===== src/rtl/sfgd_pkg.sv =====
package sfgd_pkg;

	localparam int unsigned ACCEL_W  = 16;
	localparam int unsigned THRESH_W = 16;
	localparam int unsigned HOLD_W   = 32;
	localparam int unsigned TICK_W   = 16;
	localparam int unsigned CLOCK_W  = 32;
	localparam int unsigned APB_DW   = 32;
	localparam int unsigned APB_AW   = 4;

	localparam logic [THRESH_W-1:0] SHAKE_LIMIT_RST = 16'd500;
	localparam logic [HOLD_W-1:0]   HOLD_TIME_RST   = 32'd2000;
	localparam logic [TICK_W-1:0]   TICK_RST        = 16'd100;

	// Register index, taken from paddr[3:2]
	typedef enum logic [1:0] {
		REG_SHAKE_LIMIT = 2'd0,
		REG_HOLD_TIME   = 2'd1,
		REG_TICK        = 2'd2
	} reg_idx_t;

	typedef struct packed {
		logic [THRESH_W-1:0] shake_limit;
		logic [HOLD_W-1:0]   hold_time_ms;
		logic [TICK_W-1:0]   tick_ms;
	} cfg_t;

	typedef struct packed {
		logic signed [ACCEL_W-1:0] accel_x;
		logic signed [ACCEL_W-1:0] accel_y;
		logic signed [ACCEL_W-1:0] accel_z;
		logic                      detect_active;
	} sample_t;

	typedef struct packed {
		logic shake_event;
		logic flip_event;
	} events_t;

endpackage


===== src/rtl/sfgd_core.sv =====
module sfgd_core import sfgd_pkg::*; (
	input  logic    clk,
	input  logic    arst_n,
	input  logic    advance,
	input  sample_t sample,
	input  cfg_t    cfg,
	output events_t events
);

	logic signed [ACCEL_W-1:0] prev_x_q, prev_y_q, prev_z_q;
	logic                      shake_latched_q;
	logic                      flip_waiting_q;
	logic [CLOCK_W-1:0]        flip_start_q;
	logic [CLOCK_W-1:0]        clock_q;

	logic signed [ACCEL_W-1:0] prev_x_d, prev_y_d, prev_z_d;
	logic                      shake_latched_d;
	logic                      flip_waiting_d;
	logic [CLOCK_W-1:0]        flip_start_d;
	logic [CLOCK_W-1:0]        clock_d;
	logic [CLOCK_W-1:0]        elapsed;
	logic                      over_x, over_y, over_z, shaking;

	// Full-precision absolute change compared against the threshold
	function automatic logic over_thresh(
		input logic signed [ACCEL_W-1:0] a,
		input logic signed [ACCEL_W-1:0] b,
		input logic [THRESH_W-1:0]       thr
	);
		logic signed [ACCEL_W:0] diff;
		logic [ACCEL_W:0]        mag;
		diff = {a[ACCEL_W-1], a} - {b[ACCEL_W-1], b};
		mag  = diff[ACCEL_W] ? (~diff + 1'b1) : diff;
		return mag > {{(ACCEL_W + 1 - THRESH_W){1'b0}}, thr};
	endfunction

	assign clock_d = clock_q + {{(CLOCK_W - TICK_W){1'b0}}, cfg.tick_ms};
	assign elapsed = clock_d - flip_start_q;
	assign over_x  = over_thresh(sample.accel_x, prev_x_q, cfg.shake_limit);
	assign over_y  = over_thresh(sample.accel_y, prev_y_q, cfg.shake_limit);
	assign over_z  = over_thresh(sample.accel_z, prev_z_q, cfg.shake_limit);
	assign shaking = over_x | over_y | over_z;

	// Evaluate one sample against the held state
	always_comb begin
		prev_x_d        = prev_x_q;
		prev_y_d        = prev_y_q;
		prev_z_d        = prev_z_q;
		shake_latched_d = shake_latched_q;
		flip_waiting_d  = flip_waiting_q;
		flip_start_d    = flip_start_q;
		events          = '0;
		if (sample.detect_active) begin
			events.shake_event = shaking & ~shake_latched_q;
			shake_latched_d    = shaking;
			if (sample.accel_z[ACCEL_W-1]) begin
				if (!flip_waiting_q) begin
					flip_waiting_d = 1'b1;
					flip_start_d   = clock_d;
				end else if (elapsed >= cfg.hold_time_ms) begin
					events.flip_event = 1'b1;
					flip_waiting_d    = 1'b0;
				end
			end else begin
				flip_waiting_d = 1'b0;
				flip_start_d   = '0;
			end
			prev_x_d = sample.accel_x;
			prev_y_d = sample.accel_y;
			prev_z_d = sample.accel_z;
		end
	end

	// Commit state when the item moves into the result register
	always_ff @(posedge clk or negedge arst_n) begin
		if (!arst_n) begin
			prev_x_q        <= '0;
			prev_y_q        <= '0;
			prev_z_q        <= '0;
			shake_latched_q <= 1'b0;
			flip_waiting_q  <= 1'b0;
			flip_start_q    <= '0;
			clock_q         <= '0;
		end else if (advance) begin
			prev_x_q        <= prev_x_d;
			prev_y_q        <= prev_y_d;
			prev_z_q        <= prev_z_d;
			shake_latched_q <= shake_latched_d;
			flip_waiting_q  <= flip_waiting_d;
			flip_start_q    <= flip_start_d;
			clock_q         <= clock_d;
		end
	end

endmodule


===== src/rtl/shake_and_flip_gesture_detector.sv =====
// Channel   Handshake              Payload
// in        in_valid / in_stall    accel_x, accel_y, accel_z, detect_active
// out       out_valid / out_stall  shake_event, flip_event
// cfg       APB write/read         shake_limit @0, hold_time_ms @4, tick_ms @8
//
// One item per cycle sustained while out_stall is low; an item is registered in
// the input register, then its result in the result register, which offers it
// on out_valid.
// The single subtract-compare pass over the held state lies between the two.
// arst_n clears valids, gesture state and loads register defaults.
// A stalled result holds; the input register then fills and in_stall rises.
module shake_and_flip_gesture_detector import sfgd_pkg::*; (
	input  logic                      clk,
	input  logic                      arst_n,
	input  logic                      in_valid,
	output logic                      in_stall,
	input  logic signed [ACCEL_W-1:0] accel_x,
	input  logic signed [ACCEL_W-1:0] accel_y,
	input  logic signed [ACCEL_W-1:0] accel_z,
	input  logic                      detect_active,
	output logic                      out_valid,
	input  logic                      out_stall,
	output logic                      shake_event,
	output logic                      flip_event,
	input  logic                      psel,
	input  logic                      penable,
	input  logic                      pwrite,
	input  logic [APB_AW-1:0]         paddr,
	input  logic [APB_DW-1:0]         pwdata,
	output logic [APB_DW-1:0]         prdata,
	output logic                      pready
);

	cfg_t     cfg_q;
	reg_idx_t reg_idx;
	logic     cfg_wr;

	sample_t  sample_s1;
	logic     valid_s1;
	events_t  result_q;
	logic     result_valid_q;
	events_t  events;
	logic     out_free, advance, in_take;

	assign pready  = 1'b1;
	assign reg_idx = reg_idx_t'(paddr[3:2]);
	assign cfg_wr  = psel & penable & pwrite & pready;

	// Write configuration registers
	always_ff @(posedge clk or negedge arst_n) begin
		if (!arst_n) begin
			cfg_q.shake_limit  <= SHAKE_LIMIT_RST;
			cfg_q.hold_time_ms <= HOLD_TIME_RST;
			cfg_q.tick_ms      <= TICK_RST;
		end else if (cfg_wr) begin
			unique case (reg_idx)
				REG_SHAKE_LIMIT: cfg_q.shake_limit  <= pwdata[THRESH_W-1:0];
				REG_HOLD_TIME:   cfg_q.hold_time_ms <= pwdata[HOLD_W-1:0];
				REG_TICK:        cfg_q.tick_ms      <= pwdata[TICK_W-1:0];
				default: ;
			endcase
		end
	end

	// Read back
	always_comb begin
		unique case (reg_idx)
			REG_SHAKE_LIMIT:
				prdata = {{(APB_DW - THRESH_W){1'b0}}, cfg_q.shake_limit};
			REG_HOLD_TIME:
				prdata = cfg_q.hold_time_ms;
			REG_TICK:
				prdata = {{(APB_DW - TICK_W){1'b0}}, cfg_q.tick_ms};
			default:
				prdata = '0;
		endcase
	end

	// Pipeline flow
	assign out_free = ~result_valid_q | ~out_stall;
	assign advance  = valid_s1 & out_free;
	assign in_stall = valid_s1 & ~out_free;
	assign in_take  = in_valid & ~in_stall;

	// Input register
	always_ff @(posedge clk or negedge arst_n) begin
		if (!arst_n) begin
			valid_s1 <= 1'b0;
		end else if (!in_stall) begin
			valid_s1 <= in_valid;
		end
	end

	always_ff @(posedge clk) begin
		if (in_take) begin
			sample_s1.accel_x       <= accel_x;
			sample_s1.accel_y       <= accel_y;
			sample_s1.accel_z       <= accel_z;
			sample_s1.detect_active <= detect_active;
		end
	end

	sfgd_core u_core (
		.clk    (clk),
		.arst_n (arst_n),
		.advance(advance),
		.sample (sample_s1),
		.cfg    (cfg_q),
		.events (events)
	);

	// Result register
	always_ff @(posedge clk or negedge arst_n) begin
		if (!arst_n) begin
			result_valid_q <= 1'b0;
		end else if (out_free) begin
			result_valid_q <= valid_s1;
		end
	end

	always_ff @(posedge clk) begin
		if (advance) begin
			result_q <= events;
		end
	end

	assign out_valid   = result_valid_q;
	assign shake_event = result_q.shake_event;
	assign flip_event  = result_q.flip_event;

endmodule

===== config.mk =====
export PLATFORM = sky130hd
export DESIGN_NAME = shake_and_flip_gesture_detector
export DESIGN_NICKNAME = d
export VERILOG_FILES = /design/src/rtl/sfgd_pkg.sv /design/src/rtl/sfgd_core.sv /design/src/rtl/shake_and_flip_gesture_detector.sv
export SDC_FILE = /design/constraint.sdc
export NUM_CORES = 1
export LEC_CHECK = 0
export CAP_MARGIN = 5
export CORE_MARGIN = 2
export CORE_UTILIZATION = 45
export CTS_CLUSTER_DIAMETER = 80
export DETAILED_ROUTE_END_ITERATION = 10
export DONT_BUFFER_PORTS = 1
export HOLD_SLACK_MARGIN = 0.15
export PLACE_DENSITY = 0.59
export SLEW_MARGIN = 20
export SYNTH_ARGS = -nofsm -noshare
export SYNTH_HDL_FRONTEND = slang
export SYNTH_HIERARCHICAL = 1
export SYNTH_SLANG_ARGS = --single-unit

===== constraint.sdc =====
create_clock -name clk -period 11.3 [get_ports clk]
set_clock_uncertainty 0.2 [all_clocks]
set_input_delay 1.13 -clock clk [delete_from_list [all_inputs] [get_ports clk]]
set_output_delay 1.13 -clock clk [all_outputs]
set_load 0.03 [all_outputs]

; ---- Yosys cells after proc, flatten, opt, wreduce, memory -nomap -nowiden
; Index checks and enable logic that the tools add are counted.
[totals]
output_inout_bits = 37
register_bits = 231
in_bits = 92
[op_classes]
n_bitwise = 17
n_eq_ne = 3
magnitude_cmp = 4
addsub = 8
n_reduce_logical = 7
n_mux = 10
[ops]
columns = op, n
row1 = 32-bit case mux with 3 select lines, 1
row2 = 32-bit 2-to-1 mux, 2
row3 = "17-bit by 1-bit adder with 17-bit output, second input constant", 3
row4 = 17-bit by 16-bit > comparator with 1-bit output, 3
row5 = 17-bit 2-to-1 mux, 3
row6 = 17-bit NOT, 3
row7 = 16-bit by 16-bit subtractor with 17-bit output, 3
row8 = 32-bit by 16-bit adder with 32-bit output, 1
row9 = 32-bit >= comparator, 1
row10 = 32-bit subtractor, 1
row11 = 2-bit AND reduction, 4
row12 = 1-bit AND, 6
row13 = 3-bit AND reduction, 2
row14 = 1-bit NOT, 5
row15 = 1-bit 2-to-1 mux, 4
row16 = 1-bit bitwise OR, 3
row17 = "2-bit by 1-bit equality test with 1-bit output, second input constant", 1
row18 = "2-bit equality test, second input constant", 1
row19 = 2-bit zero test, 1
row20 = "2-bit inequality test, second input constant", 1

; ---- Longest topological paths before layout
; Gate-level depths: netlist (run 1).
[logic_depth]
ltp_word = 8
depth_mapped = 32

; ---- Modules after synthesis
; The synthesis (run 1) kept the hierarchy.
[modules_own_cells]
columns = module, area_each_um2, cells_per_inst, n_inst
row1 = sfgd_core, 12435.7, 1463, 1
row2 = shake_and_flip_gesture_detector, 4524.3, 272, 1

; ---- Least setup slack after synthesis (run 1)
; OpenSTA, ideal clock, no wires.
[synth_timing]
path_kind = register to register
startpoint = register cfg_q[0] (netlist name)
endpoint = register u_core.flip_waiting_q
period_less_slack_ns = 6.376
setup_ns = 0.063
slack_ns = 4.924
path_stages_with_launch = 33
arrival_ns = 6.112
cell_sequence = dfrtp_1 -> ha_1 -> inv_1 -> fa_1 -> nor2b_1 -> o21ai_1 -> a21boi_1 -> o221ai_1 -> a2111oi_0 -> nand4bb_1 -> buf_2 -> nand2_1 -> xnor2_1 -> ha_1 -> a21o_1 -> a21oi_1 -> nor2b_1 -> a311oi_1 -> o31ai_1 -> a21boi_0 -> o21ai_0 -> a21oi_1 -> xnor2_1 -> ha_1 -> a21o_1 -> a21o_1 -> a21o_1 -> a21o_1 -> a21o_1 -> a21o_1 -> a221oi_1 -> o21ai_0 -> o21ba_2
[synth_between]
elab_chain_len = 6
[synth_rtl]
columns = item, line
row1 = "start, declared", shake_and_flip_gesture_detector.sv:34  ; cfg_t cfg_q;
row2 = 32-bit by 16-bit adder with 32-bit output, sfgd_core.sv:37  ; assign clock_d = clock_q + {{(CLOCK_W - TICK_W){1'b0}}, cfg.tick_ms};
row3 = net u_core.clock_d[16], sfgd_core.sv:20  ; logic [CLOCK_W-1:0] clock_d;
row4 = 32-bit subtractor, sfgd_core.sv:38  ; assign elapsed = clock_d - flip_start_q;
row5 = 32-bit >= comparator, sfgd_core.sv:60  ; end else if (elapsed >= cfg.hold_time_ms) begin
row6 = 1-bit 2-to-1 mux, sfgd_core.sv:60
row7 = 1-bit 2-to-1 mux, sfgd_core.sv:57  ; if (!flip_waiting_q) begin
row8 = 1-bit 2-to-1 mux, sfgd_core.sv:56  ; if (sample.accel_z[ACCEL_W-1]) begin
row9 = "end signal, assigned", sfgd_core.sv:89  ; flip_waiting_q <= flip_waiting_d;
row10 = "end, declared", sfgd_core.sv:12  ; logic flip_waiting_q;
; The timed path passes the listed nets, and every way through them passes these cells.
; A chain may end at the register's enable or synchronous reset.

; ---- Final worst setup path (run 1)
; Same ends and word-level chain as after synthesis.

==> impl_metrics.yaml, run 1 <==
outcome:
  status: "finished, final reports clean"
final_layout:
  multiInputGateArea_um2: 10100
  seqCellArea_um2: 6050
  fin_nets: 2004
  stdcell_count: 2263
  area_growth_pct: 8.59
  fill_cells: 3476
  drive_above_1_share_pct: 13.1
routing:
  wl_per_cell_um: 16.7
  drc: 0
  drt_iter0_markers: 509
  drtPass1Iterations: 7
  routed_wl_um: 37900
  antenna_left: 0
  vias_per_cell: 5.48
  vias: 12400
timing:
  finalSetupViolCount: 0
  drv_slew: 0
  relSlewSlack_pct: 22.6
  holdWs_ps: 207
  worstMarginPinSlew_ps: 1150
  fin_tns_setup_ps: 0
  hold_violations: 0
  setup_ws_ps: 3600
  max_freq_mhz: 130
  min_period_ps: 7700
  rsz0062_at_grt: "false"
  fin_crit_sh_pct: 68.2
synthesis:
  netlist_top_cells_area: "dfrtp_1, ha_1, edfxtp_1"
  synth.yosys.seq_area_share_pct: 35.7
  syn_avg_cell_area_um2: 9.78
  syn_inst: 1735
  synth_warnings: 6
  ys_types: 91
  yosysTopAreaCell: "dfrtp_1"
  synth_flop_cell: "dfrtp_1"
  syn-cell-area_um2: 17000
  async_flop_share_pct: 77.9
  synth_enable_flop_cells: 51
  synthesis.nets: 2010
  synth-seq-cells: 231
  yosysTopAreaCellShare_pct: 24.3
worst_setup_path:
  r2r_start: "cfg_q[0]$_DFFE_PN0P_"
  worst_setup_path_end_kind: "flop"
  crit_type: "flop to flop"
  rrSetupSlack_ps: 3600
  critPathCapture: "u_core/flip_waiting_q$_DFFE_PN0P_"
  critical-path-max-stage-delay_ps: 610
  crit_path_top_delay_cell: "a2111oi_0"
  cp-startpoint: "cfg_q[0]$_DFFE_PN0P_"
  crit_arrival_ps: 8020
  crit_required_ps: 11610
  crit_path_frequent_cell: "a21o_1"
  rr_endpoint: "u_core/flip_waiting_q$_DFFE_PN0P_"
  start_kind: "flop"
  cp_max_fo: 8
  r2r_cells: 31
placed_design:
  dp_slack_ps: 3640
  routabilityCongestion: 0.892
  dp.cells: 2209
  dp_hpwl_um: 28600
  port_buffers: 0
pwr:
  ir_drop_mv: 0.195
  comb_power_share_pct: 64.6
  pwr-share-seq_pct: 20.0
  p_leak_nw: 8.22
  powerDensity_nw_per_um2: 318
  clock_power_share_pct: 15.4
  p_sw_w: 0.00257
  swShare_pct: 44.0
  intPower_w: 0.00328
clock_tree:
  post_cts_buffers: 0
  clockRootBuffer: "clkbuf_16"
  cts_htree_levels: 1
  insertion_delay_ps: 570
  numCtsBuffers: 28
  clkTransAtPathRegs_ps: 60
  cts_hold_buffers: 1
  clock_sinks: 231
  post_cts_resized: 0
  cts_buffer_depth: 3
  cts_tree: "yes"
global_route:
  antenna_found_initial: 0
  track_usage_pct: 19.4
  overflow: 0
  grt_pass1_vias: 12100
  grt_pass1_wl_um: 61500
  grt_max_degree: 166
run:
  maxCapViolations: 0
floorplan:
  start_util_pct: 45.3
  die-height_um: 198
  die_w_um: 198
  core_area_um2: 37400
  fp-row-count: 71
  ios: 129
  die_area_um2: 39300
worst_hold_path:
  hp-class: "input pin to async pin"
## cell type report
cell class | instances | share of cell area [%]
Clock inverter | 8 | 0.408
Antenna cell | 1 | 0.0136
Clock buffer | 44 | 4.63
Tap cell | 511 | 3.47
Multi-Input combinational cell | 1293 | 54.7
Inverter | 166 | 3.38
Timing Repair Buffer | 9 | 0.476
Sequential cell | 231 | 32.9
## power by group through the flow
stage               registers (W)  clock network (W)  logic, W
finish                    0.00117           0.000901   0.00378
global route              0.00120           0.000962   0.00431
CTS                       0.00117           0.000932   0.00379
detailed placement        0.00118                  0   0.00375
global placement          0.00117                  0   0.00365
floorplan                 0.00114                  0   0.00301
## how the worst min path moves through the flow
stage / from / endpoint / cells after the start
after floorplan: valid_s1$_DFFE_PN0N_ / out_valid$_DFFE_PN0P_ / 1
after global placement: valid_s1$_DFFE_PN0N_ / out_valid$_DFFE_PN0P_ / 1
after detailed placement: valid_s1$_DFFE_PN0N_ / out_valid$_DFFE_PN0P_ / 1
after global routing: arst_n / cfg_q[22]$_DFFE_PN1P_ / 0
after CTS: arst_n / cfg_q[26]$_DFFE_PN1P_ / 0
final: arst_n / cfg_q[22]$_DFFE_PN1P_ / 0
## per-layer routing
metal | global-route usage, % | share of wire [%]
met3 | 3.13 | 4.0
met5 | 0 | 0
met1 | 25.7 | 47
met4 | 6.15 | 3.0
met2 | 32.4 | 46
## per-stage QoR
stage	utilization [%]	cell area (µm²)	power, W
3_3_place_gp	46.7	17500	0.00482
4_1_cts	49.2	18400	0.00589
2_1_floorplan	-	17000	0.00415
5_1_grt	49.2	18400	0.00647
6_report	49.2	18400	0.00585
3_5_place_dp	46.7	17500	0.00493
## registers in the layout (all words and copies together) (netlist names)
signal                  count
out_valid                   1
sample_s1                  49
shake_event                 1
u_core/prev_z_q            16
valid_s1                    1
u_core/prev_y_q            16
u_core/shake_latched_q      1
u_core/clock_q             32
u_core/prev_x_q            16
u_core/flip_waiting_q       1
cfg_q                      64
flip_event                  1
u_core/flip_start_q        32
## synth_stat cells (24+ instances only)
library cell  number
dfrtp_1          165
a21oi_1           95
a22o_1            28
clkbuf_1          29
nor2_1           111
xor2_1            60
nor3_1            24
o21ai_0           71
nand4_1           29
a21o_1            44
nand3_1           33
and2_1            26
inv_1            166
ha_1             178
xnor2_1           82
edfxtp_1          51
nand2_1           88
mux2_2           129
## cell families (layout without fill, tap and decap cells)
| family | after synthesis | after routing | synth area share, % |
|---|---|---|---|
| other | 1 | 2 | 0.0221 |
| adders and majority gates | 183 | 183 | 13.7 |
| AOI/OAI and AO/OA | 393 | 393 | 15.6 |
| buffers and inverters | 211 | 227 | 5.05 |
| DFF | 231 | 231 | 35.7 |
| xor gates and xnor gates | 143 | 143 | 7.47 |
| muxes | 148 | 148 | 9.69 |
| and+or+nand+nor | 425 | 425 | 12.8 |
## worst max-delay path, delay by kind of cell (launching register included)
| family | cells | cell delay (ps) |
|---|---|---|
| AND/OR/NAND/NOR | 4 | 730 |
| AO/OA/AOI/OAI | 20 | 4580 |
| adder cells (fa/ha/maj) | 4 | 1240 |
| XOR/XNOR | 2 | 450 |
| buffers and inverters | 1 | 60 |
| flip-flops | 1 | 380 |
## placed cells by master (no fill, tap or decap), drive strengths merged, types with 44 or more instances in the layout
master / count
ha: 178
inv: 168
dfrtp: 165
mux2: 129
nor2: 111
a21oi: 95
nand2: 88
xnor2: 82
o21ai: 80
xor2: 60
edfxtp: 51
a21o: 44
clkbuf: 44
(Power assumes the default switching activity.)
==> run 2, diff against run 1 <==
Clock period 11.3 ns to 8.05 ns, I/O delays scaled along.
==> impl_metrics.yaml, run 2 (synthesis results as in run 1) <==
outcome:
  status: "finished, final reports clean"
clock_tree:
  insertion_delay_ps: 570
  post_cts_buffers: 0
  cts_tree: "yes"
  cts_buffer_depth: 3
  clkTransAtPathRegs_ps: 60
  cts_htree_levels: 1
  clock_sinks: 231
  clockRootBuffer: "clkbuf_16"
  numCtsBuffers: 29
run:
  maxCapViolations: 0
final_layout:
  regMostFlops: "cfg_q"
  largest_reg_flops: 64
  fin_nets: 2068
  area_growth_pct: 12.0
  drive_above_1_share_pct: 12.6
  diodes: 0
  finalInstanceArea_um2: 19000
  final_common_cell: "ha_1"
  fill_cells: 3425
  final_cell_mix: "ha_1, inv_1, dfrtp_1"
  top_regs: "cfg_q: 64 flops, sample_s1: 49 flops"
routing:
  antenna_left: 0
  wl_per_cell_um: 16.5
  vias_per_cell: 5.44
  drc: 0
  drtPass1Iterations: 5
  drt_iter0_markers: 553
  routed_wl_um: 38500
  vias: 12700
floorplan:
  ios: 129
  start_util_pct: 45.3
  die_area_um2: 39300
  die_w_um: 198
  core_area_um2: 37400
  fp-row-count: 71
  die-height_um: 198
worst_setup_path:
  crit_type: "flop to flop"
  crit_required_ps: 8360
  crit_arrival_ps: 7680
  critical-path-max-stage-delay_ps: 440
  worst_setup_path_end_kind: "flop"
  crit_path_frequent_cell: "a21o_1"
  start_kind: "flop"
  cp_max_fo: 8
  crit_path_top_delay_cell: "a2111oi_1"
global_route:
  grt_pass1_wl_um: 62900
  antenna_found_initial: 0
  track_usage_pct: 19.7
  grt_pass1_vias: 12400
  overflow: 0
  grt_max_degree: 181
worst_hold_path:
  hp-class: "input pin to flop"
timing:
  relSlewSlack_pct: 24.5
  max_freq_mhz: 136
  rsz0062_at_grt: "false"
  fin_crit_sh_pct: 91.7
  worstMarginPinSlew_ps: 1120
  finalSetupViolCount: 0
  min_period_ps: 7380
  holdWs_ps: 180
  fin_tns_setup_ps: 0
  hold_violations: 0
  drv_slew: 0
placed_design:
  place_area_um2: 17500
  routabilityCongestion: 0.863
  dp_hpwl_um: 28600
  port_buffers: 0
pwr:
  powerDensity_nw_per_um2: 430
  ir_drop_mv: 0.234
  p_leak_nw: 8.46
run 2: where the power goes:
part / leakage, nW / switching [W] / internal [W] / total (W)
Clock: 0.433 / 0.000518 / 0.000705 / 0.00122
Sequential: 2.70 / 0.000178 / 0.00146 / 0.00164
Combinational: 5.33 / 0.00291 / 0.00240 / 0.00531
Total: 8.46 / 0.00361 / 0.00457 / 0.00818
run 2: routing by layer:
metal / vias up / track usage [%] / part of all wire (%)
li1: 6366 / - / -
met1: 6019 / 26.0 / 47
met2: 215 / 33.5 / 46
met3: 54 / 2.93 / 3.9
met4: 0 / 5.74 / 2.9
met5: - / 0 / 0
run 2: metrics by stage:
stage	std cells	total power, W	util [%]	worst slack, ps
6_report	2326	0.00818	50.8	672
5_1_grt	2326	0.00905	50.8	15.4
4_1_cts	2326	0.00822	50.8	581
3_5_place_dp	2211	0.00690	46.7	609
3_3_place_gp	2211	0.00677	46.7	765
2_1_floorplan	1735	0.00582	-	1670
run 2: worst paths after layout:
| path | to | slack [ps] | depth (start not counted) | startpoint |
|---|---|---|---|---|
| max | u_core/flip_waiting_q$_DFFE_PN0P_ | 670 | 32 | cfg_q[0]$_DFFE_PN0P_ |
| min | cfg_q[0]$_DFFE_PN0P_ | 180 | 1 | pwdata[0] |
| max reg2reg | u_core/flip_waiting_q$_DFFE_PN0P_ | 670 | 32 | cfg_q[0]$_DFFE_PN0P_ |
| min reg2reg | out_valid$_DFFE_PN0P_ | 270 | 1 | valid_s1$_DFFE_PN0N_ |
| max in group asynchronous | u_core/flip_start_q[9]$_DFFE_PN0P_ | 6150 | 2 | arst_n |
| min in group asynchronous | u_core/flip_start_q[2]$_DFFE_PN0P_ | 770 | 2 | arst_n |
run 2: critical path, delay by kind of cell, from the launching register on:
family | cells | cell delay (ps)
simple gates | 4 | 680
xor+xnor | 2 | 390
buf+inv | 2 | 230
fa+ha+maj | 4 | 1210
compound gates | 20 | 4190
flops | 1 | 380
run 2: repair_timing:
| action | CTS | global route |
|---|---|---|
| gates resized for setup | 0 | 1 |
| endpoints found under the setup margin | 0 | 2 |
| hold endpoints to repair | 244 | 0 |
| hold buffers | 62 | 0 |
run 2: layout make-up:
class	instances	area (µm²)	area share [%]
Inverter	166	623	3.28
Sequential cell	231	6050	31.9
Clock inverter	9	66.3	0.349
Multi-Input combinational cell	1293	10100	53.1
Clock buffer	44	822	4.33
Timing Repair Buffer	72	713	3.75
Tap cell	511	639	3.36
